**config.mk**
```make
export PLATFORM = sky130hd
export DESIGN_NAME = rgba_max_alpha_blend
export DESIGN_NICKNAME = d
export VERILOG_FILES = /design/src/rtl/core/rmab_pkg.sv /design/src/rtl/core/rgba_max_alpha_blend.sv
export VERILOG_INCLUDE_DIRS = /design/src /design/src/rtl/core
export SDC_FILE = /design/constraint.sdc
export NUM_CORES = 2
export LEC_CHECK = 0
export ABC_AREA = 1
export BUFFER_PORTS_ARGS = -buffer_cell sky130_fd_sc_hd__buf_2
export CAP_MARGIN = 40
export CORE_MARGIN = 3
export CORE_UTILIZATION = 50
export CTS_CLUSTER_DIAMETER = 50
export CTS_CLUSTER_SIZE = 14
export DETAILED_ROUTE_END_ITERATION = 6
export PLACE_DENSITY = 0.67
export SLEW_MARGIN = 20
export SYNTH_ARGS = -nofsm -noshare
export SYNTH_HDL_FRONTEND = slang
export SYNTH_SLANG_ARGS = --single-unit
```
**constraint.sdc**
```tcl
create_clock -name clk_i -period 95.8 [get_ports clk_i]
set_clock_uncertainty 0.15 [all_clocks]
set_input_delay 19.16 -clock clk_i [delete_from_list [all_inputs] [get_ports clk_i]]
set_output_delay 19.16 -clock clk_i [all_outputs]
set_load 0.01 [all_outputs]
```
**src/rtl/core/rgba_max_alpha_blend_assert.svh**
```systemverilog
// Assertion macros for the RGBA max-alpha blend core.
// No dependencies; include this file in any module that asserts.
`ifndef RGBA_MAX_ALPHA_BLEND_ASSERT_SVH
`define RGBA_MAX_ALPHA_BLEND_ASSERT_SVH
`ifndef SYNTHESIS
// Implication in the same cycle.
`define RMAB_ASSERT_IMPL(lbl, clk, rst, ante, cons) \
  lbl: assert property (@(posedge clk) disable iff (!rst) (ante) |-> (cons)) \
    else $error("rgba_max_alpha_blend: assertion failed");
// Implication in the next cycle.
`define RMAB_ASSERT_NEXT(lbl, clk, rst, ante, cons) \
  lbl: assert property (@(posedge clk) disable iff (!rst) (ante) |=> (cons)) \
    else $error("rgba_max_alpha_blend: assertion failed");
`else
`define RMAB_ASSERT_IMPL(lbl, clk, rst, ante, cons)
`define RMAB_ASSERT_NEXT(lbl, clk, rst, ante, cons)
`endif
`endif

```
**src/rtl/core/rmab_pkg.sv**
```systemverilog
// Package for the RGBA max-alpha blend core: widths, constants and the
// restoring-divider step function. No dependencies.
package rmab_pkg;

  localparam int NUM_CH         = 3;   // red, green, blue
  localparam int W_PIX          = 8;
  localparam int W_WGT          = 16;  // 8x8 product
  localparam int W_PROD         = 24;  // 8x16 product
  localparam int W_NUM          = W_PROD + 1;
  localparam int W_REM          = W_PROD;  // remainder below 256 * divisor
  localparam int BITS_PER_STAGE = 2;
  localparam int DIV_STAGES     = W_PIX / BITS_PER_STAGE;
  localparam int NUM_STAGES     = 3 + DIV_STAGES;
  localparam int W_SH           = $clog2(W_PIX);

  localparam logic [W_PIX-1:0] FULL_SCALE = 8'd255;

  typedef struct packed {
    logic             hit;
    logic [W_REM-1:0] rem;
  } div_res_t;

  // One restoring step: subtract the shifted divisor when it fits.
  function automatic div_res_t div_step(input logic [W_REM-1:0] rem,
                                        input logic [W_WGT-1:0] dvs,
                                        input logic [W_SH-1:0]  sh);
    logic [W_REM-1:0] dsh;
    div_res_t         res;
    dsh = W_REM'(dvs) << sh;
    res.hit = (rem >= dsh);
    res.rem = res.hit ? (rem - dsh) : rem;
    return res;
  endfunction

endpackage

```
**src/rtl/core/rgba_max_alpha_blend.sv**
```systemverilog
// Top level of the RGBA max-alpha blend core: weight, multiply, sum and a
// pipelined restoring divider. Depends on rmab_pkg and the assert header.
//
// Channel   Dir  Width  Contents (lowest bits first)
// s_axis    in   64     src r,g,b,a then dst r,g,b,a, 8 bits each
// m_axis    out  32     out r,g,b,a, 8 bits each
//
// Throughput is one pixel pair per cycle while m_axis does not stall. The stages are:
// weights, products, sum with saturation check, then four divider stages that each
// resolve two of the eight quotient bits.
// Reset clears only the stage valid bits; payload registers are not reset.
// A stall on m_axis freezes all stages together, so nothing is lost or
// repeated, and s_axis stays ready while the output stage can advance.
`include "rgba_max_alpha_blend_assert.svh"

module rgba_max_alpha_blend (
  input  logic        clk_i,
  input  logic        rst_ni,
  input  logic        s_axis_tvalid_i,
  output logic        s_axis_tready_o,
  // src_red, src_green, src_blue, src_alpha, dst_red, dst_green, dst_blue,
  // dst_alpha
  input  logic [63:0] s_axis_tdata_i,
  output logic        m_axis_tvalid_o,
  input  logic        m_axis_tready_i,
  // out_red, out_green, out_blue, out_alpha
  output logic [31:0] m_axis_tdata_o
);

  localparam int NumCh = rmab_pkg::NUM_CH;
  localparam int WPix  = rmab_pkg::W_PIX;
  localparam int WWgt  = rmab_pkg::W_WGT;
  localparam int WProd = rmab_pkg::W_PROD;
  localparam int WNum  = rmab_pkg::W_NUM;
  localparam int WRem  = rmab_pkg::W_REM;
  localparam int NDiv  = rmab_pkg::DIV_STAGES;
  localparam int NStg  = rmab_pkg::NUM_STAGES;
  localparam int BPS   = rmab_pkg::BITS_PER_STAGE;

  // Stage valid bits, one per register stage; the last one is the output.
  logic [NStg-1:0] vld_q;
  logic            adv;

  // Whole pipe advances unless the output holds an untaken result.
  assign adv             = !vld_q[NStg-1] || m_axis_tready_i;
  assign s_axis_tready_o = adv;
  assign m_axis_tvalid_o = vld_q[NStg-1];

  always_ff @(posedge clk_i or negedge rst_ni) begin
    if (!rst_ni) begin
      vld_q <= '0;
    end else if (adv) begin
      vld_q <= {vld_q[NStg-2:0], s_axis_tvalid_i};
    end
  end

  // ---------------------------------------------------------------------
  // Stage 1: unpack, alpha max, weights and divisor
  // ---------------------------------------------------------------------
  logic [WPix-1:0]             src_a, dst_a, amax_d;
  logic [WWgt-1:0]             wd_d, ws_d, dvs_d;
  logic [NumCh-1:0][WPix-1:0]  sc_d, dc_d;

  always_comb begin
    src_a = s_axis_tdata_i[31:24];
    dst_a = s_axis_tdata_i[63:56];
    sc_d  = s_axis_tdata_i[23:0];
    dc_d  = s_axis_tdata_i[55:32];
    amax_d = (dst_a > src_a) ? dst_a : src_a;
    wd_d   = WWgt'(rmab_pkg::FULL_SCALE - src_a) * WWgt'(dst_a);
    ws_d   = WWgt'(src_a) * WWgt'(rmab_pkg::FULL_SCALE);
    // Both alphas zero: force the divisor to one, weights are zero anyway.
    dvs_d  = (amax_d == '0) ? WWgt'(1)
                            : WWgt'(amax_d) * WWgt'(rmab_pkg::FULL_SCALE);
  end

  logic [NumCh-1:0][WPix-1:0] s1_sc_q, s1_dc_q;
  logic [WWgt-1:0]            s1_wd_q, s1_ws_q, s1_dvs_q;
  logic [WPix-1:0]            s1_amax_q;

  always_ff @(posedge clk_i) begin
    if (adv) begin
      s1_sc_q   <= sc_d;
      s1_dc_q   <= dc_d;
      s1_wd_q   <= wd_d;
      s1_ws_q   <= ws_d;
      s1_dvs_q  <= dvs_d;
      s1_amax_q <= amax_d;
    end
  end

  // ---------------------------------------------------------------------
  // Stage 2: weighted products, one pair of multipliers per channel
  // ---------------------------------------------------------------------
  logic [NumCh-1:0][WProd-1:0] pd_d, ps_d;

  always_comb begin
    for (int c = 0; c < NumCh; c++) begin
      pd_d[c] = WProd'(s1_dc_q[c]) * WProd'(s1_wd_q);
      ps_d[c] = WProd'(s1_sc_q[c]) * WProd'(s1_ws_q);
    end
  end

  logic [NumCh-1:0][WProd-1:0] s2_pd_q, s2_ps_q;
  logic [WWgt-1:0]             s2_dvs_q;
  logic [WPix-1:0]             s2_amax_q;

  always_ff @(posedge clk_i) begin
    if (adv) begin
      s2_pd_q   <= pd_d;
      s2_ps_q   <= ps_d;
      s2_dvs_q  <= s1_dvs_q;
      s2_amax_q <= s1_amax_q;
    end
  end

  // ---------------------------------------------------------------------
  // Stage 3: sum, and flag quotients above full scale before dividing.
  // Below 256 * divisor the numerator fits the remainder width.
  // ---------------------------------------------------------------------
  logic [NumCh-1:0][WNum-1:0] num_d;
  logic [NumCh-1:0]           sat_d;
  logic [NumCh-1:0][WRem-1:0] rem0_d;

  always_comb begin
    for (int c = 0; c < NumCh; c++) begin
      num_d[c]  = WNum'(s2_pd_q[c]) + WNum'(s2_ps_q[c]);
      sat_d[c]  = (num_d[c] >= WNum'({s2_dvs_q, {WPix{1'b0}}}));
      rem0_d[c] = num_d[c][WRem-1:0];
    end
  end

  // Divider pipe: index 0 is stage 3, index NDiv is the output stage.
  logic [NumCh-1:0][WRem-1:0] rem_q  [NDiv+1];
  logic [NumCh-1:0][WPix-1:0] quo_q  [NDiv+1];
  logic [NumCh-1:0]           sat_q  [NDiv+1];
  logic [WWgt-1:0]            dvs_q  [NDiv+1];
  logic [WPix-1:0]            amax_q [NDiv+1];

  always_ff @(posedge clk_i) begin
    if (adv) begin
      rem_q[0]  <= rem0_d;
      quo_q[0]  <= '0;
      sat_q[0]  <= sat_d;
      dvs_q[0]  <= s2_dvs_q;
      amax_q[0] <= s2_amax_q;
    end
  end

  // ---------------------------------------------------------------------
  // Stages 4 to 7: restoring division, two quotient bits per stage,
  // most significant first; bits shift in from the bottom.
  // ---------------------------------------------------------------------
  for (genvar k = 0; k < NDiv; k++) begin : g_div
    logic [NumCh-1:0][WRem-1:0] rem_d;
    logic [NumCh-1:0][WPix-1:0] quo_d;

    always_comb begin
      rmab_pkg::div_res_t step;
      rem_d = rem_q[k];
      quo_d = quo_q[k];
      for (int c = 0; c < NumCh; c++) begin
        for (int b = 0; b < BPS; b++) begin
          step     = rmab_pkg::div_step(rem_d[c], dvs_q[k],
                                        rmab_pkg::W_SH'(WPix - 1 - k * BPS - b));
          rem_d[c] = step.rem;
          quo_d[c] = {quo_d[c][WPix-2:0], step.hit};
        end
      end
    end

    always_ff @(posedge clk_i) begin
      if (adv) begin
        rem_q[k+1]  <= rem_d;
        quo_q[k+1]  <= quo_d;
        sat_q[k+1]  <= sat_q[k];
        dvs_q[k+1]  <= dvs_q[k];
        amax_q[k+1] <= amax_q[k];
      end
    end
  end

  // Output: clamp colors whose quotient passed full scale.
  always_comb begin
    for (int c = 0; c < NumCh; c++) begin
      m_axis_tdata_o[c*WPix +: WPix] = sat_q[NDiv][c] ? rmab_pkg::FULL_SCALE
                                                      : quo_q[NDiv][c];
    end
    m_axis_tdata_o[NumCh*WPix +: WPix] = amax_q[NDiv];
  end

  // ---------------------------------------------------------------------
  // Assertions
  // ---------------------------------------------------------------------
  // Zero output alpha means both weights were zero: black result.
  `RMAB_ASSERT_IMPL(a_zero_alpha_black, clk_i, rst_ni, m_axis_tvalid_o && (m_axis_tdata_o[31:24] == '0), m_axis_tdata_o[23:0] == '0)
  // An unclamped red quotient leaves a remainder below the divisor.
  `RMAB_ASSERT_IMPL(a_div_rem_bound, clk_i, rst_ni, vld_q[NStg-1] && !sat_q[NDiv][0], rem_q[NDiv][0] < WRem'(dvs_q[NDiv]))
  // A stalled pipe keeps every stage's occupancy.
  `RMAB_ASSERT_NEXT(a_stall_freeze, clk_i, rst_ni, !adv, $stable(vld_q))

endmodule

```
==> metrics.txt <==
result of the run=finished clean; final standard cell area without fillers=between 0.08 and 0.09 mm²; global-route wire length before repair=360000 µm; number of buffers on the longest clock path=3; post-synth cell types=63; number of global-route vias before repair=68300; Adder-Cell Fraction of Synth Area=0.284; area used by multi-input combinational logic=0.0528 mm²; initial core utilization=0.504; CP Class=in2out; XOR/XNOR share of the synthesized area=0.0504; number of flops mapped to enable cells by yosys=between 700 and 800; Post-Syn Nets=12000; Hold Violations, Final=0; TritonRoute pass-1 iters=6; area of placed instances=0.0859 mm²; final worst path period share=0.408; combinational family with the most area after synthesis=adder cells; layout net count=12100; detailed-route via count=68300; mux share of post-synthesis cell area=0.000135; netlist area before placement=0.0831 mm²; top cells by area in the synthesized netlist=edfxtp_1 (27%), fa_1 (15%), ha_1 (13%); commonest register cell after synthesis=edfxtp_1; largest area contributor in the synthesized netlist=edfxtp_1; Synth Area in Simple Gates=0.215; area share of the largest cell type after synthesis=0.267; Remaining DRCs=0; Critical Path RT=~76 ns; ratio of routed vias to standard cells=5.36; Max Cap Viol=0; Routed Wire Length=225000 µm; count of filler cells inserted in the layout=15500; fraction of layout instances using a drive strength above 1=0.0500; leading post-synthesis cells by instance count=nand2_1 (2940), inv_1 (1799), ha_1 (892); clock sinks=746; most common cell in the netlist=nand2_1; number of flip-flops and latches in the synthesized netlist=about 750; setup repair after global routing missed its margin=no; setup bufs post-CTS=0; clock tree root buffer cell=clkbuf_16; yosys synthesis warning count=0; post-CTS resize count=0; Synth async-reset ratio=0.00938; final cell count without fillers=between 10000 and 15000; max-slew violations=0; TritonCTS clock tree=done; Least-Margin Pin Slew=around 1.1 ns; total grt overflow=0; total of buffers placed on input and output ports=between 100 and 150; setup TNS=0 ns; worst relative slew slack=0.294; post-DR wirelength/cell=17.7 µm; Reg-to-Reg Start=dvs_q[0][2]; Final min period=around 39 ns; worst-case setup slack after placement=around 57 ns; number of levels in the clock H-tree=3; CTS Buf Count=99; average cell area after synthesis=7.97 µm²; gate count after technology mapping=10400; peak fanout along the critical path=3; growth of design area from synthesis to finish=7.52%; full die area=0.171 mm²; floorplan core area=0.165 mm²; num ports=102; Std-Cell Rows=149; number of endpoints failing setup at the final stage=0; sequential cell area=0.0224 mm²; achievable frequency=25.6 MHz; setup slack of the critical path after layout=56.73 ns; die span in x=414 µm; sequential area share after synthesis=0.269; share of the synthesized area in compound gates (AO/OA/AOI/OAI)=0.0856; category of the worst setup path launch point=input port; endpoint arrival time on the critical path=19.76 ns; antenna violation net count after detailed routing=0; number of placed instances with taps included=12600; half-perimeter wire length of the detailed placement result=184000 µm; detailed router's first-iteration violation count=4312; initial antenna violation count=5; CP Capture Type=output port; total global-route track usage=0.266; HP Class=reg2reg; hold-fix buffers at CTS=0; vertical die dimension=414 µm; start point of the critical path=m_axis_tready_i; pin count of the biggest net entering global routing=169; later-pin clock latency in the skew report=0.72 ns; clock input transition at the sequential cells of the worst setup and hold paths=0.06 ns; Worst Hold Launch=quo_q[3][8]; global placer's final weighted congestion=0.964
layout make-up:
type	instances	share of cell area
diodes	2	0.0000560
clock buffers	104	0.0282
clock inverters	75	0.00992
inverters	1842	0.0773
multi-input cells	7616	0.591
flip-flops and latches	746	0.250
well taps	2189	0.0306
repair buffers	171	0.0128
registers in the layout (all words and copies together), names as in the netlist:
signal,count
s2_pd_q,72
rem_q,288
s1_amax_q,8
quo_q,60
vld_q,7
amax_q,40
s1_dc_q,24
dvs_q,64
s2_dvs_q,16
s1_wd_q,16
s2_ps_q,72
s1_dvs_q,16
s1_sc_q,24
s1_ws_q,16
sat_q,15
s2_amax_q,8
cells by family (layout without fill, tap and decap cells):
group                      count (synthesis)  count (layout)
AOI/OAI and AO/OA                       1309            1309
DFF                                      746             746
xor gates and xnor gates                 478             478
muxes                                      1               1
adders and majority gates               1516            1516
and+or+nand+nor                         4312            4312
buffers and inverters                   2072            2192
other                                      0               2
per-layer routing:
metal | part of all wire | GRT usage | vias up
met5 | 0 | 0 | -
met4 | 0.064 | 0.155 | 0
met3 | 0.045 | 0.0260 | 509
met2 | 0.48 | 0.458 | 1784
met1 | 0.41 | 0.323 | 32400
li1 | - | - | 33600
layout by cell type (no fill, tap or decap), types with 53 or more instances in the layout:
cell	n
nand2_1	2939
o21ai_0	430
nand3_1	392
xor2_1	281
xnor2_1	197
fa_1	624
nor2_1	567
edfxtp_1	739
or2_2	53
ha_1	892
clkbuf_16	100
buf_2	105
nand4_1	138
nor3_1	83
a21oi_1	628
buf_4	53
inv_1	1799
per-stage QoR:
stage / utilization / hold WS [ns]
detailed placement: 0.521 / 0.255
CTS: 0.541 / 0.262
floorplan: - / 0.250
global placement: 0.520 / 0.251
global route: 0.542 / 0.268
finish: 0.542 / 0.262
worst paths after layout:
kind | slack (ns) | cells after the start | to
worst max-delay path | 56.73 | 4 | s_axis_tready_o
worst min-delay path | 0.26 | 0 | quo_q[4][10]
worst max register to register | 89.73 | 21 | rem_q[0][115]
worst min register to register | 0.26 | 0 | quo_q[4][10]
max in group asynchronous | 77.22 | 1 | vld_q[2]
min in group asynchronous | 18.13 | 1 | vld_q[5]
critical path: stages:
cell,delay (ns)
buf_2,0.10
inv_1,0.08
nand2_4,0.17
buf_2,0.22
Power is not shown: default switching activity piles up to over one toggle a cycle in this logic, so the estimate is an artifact.
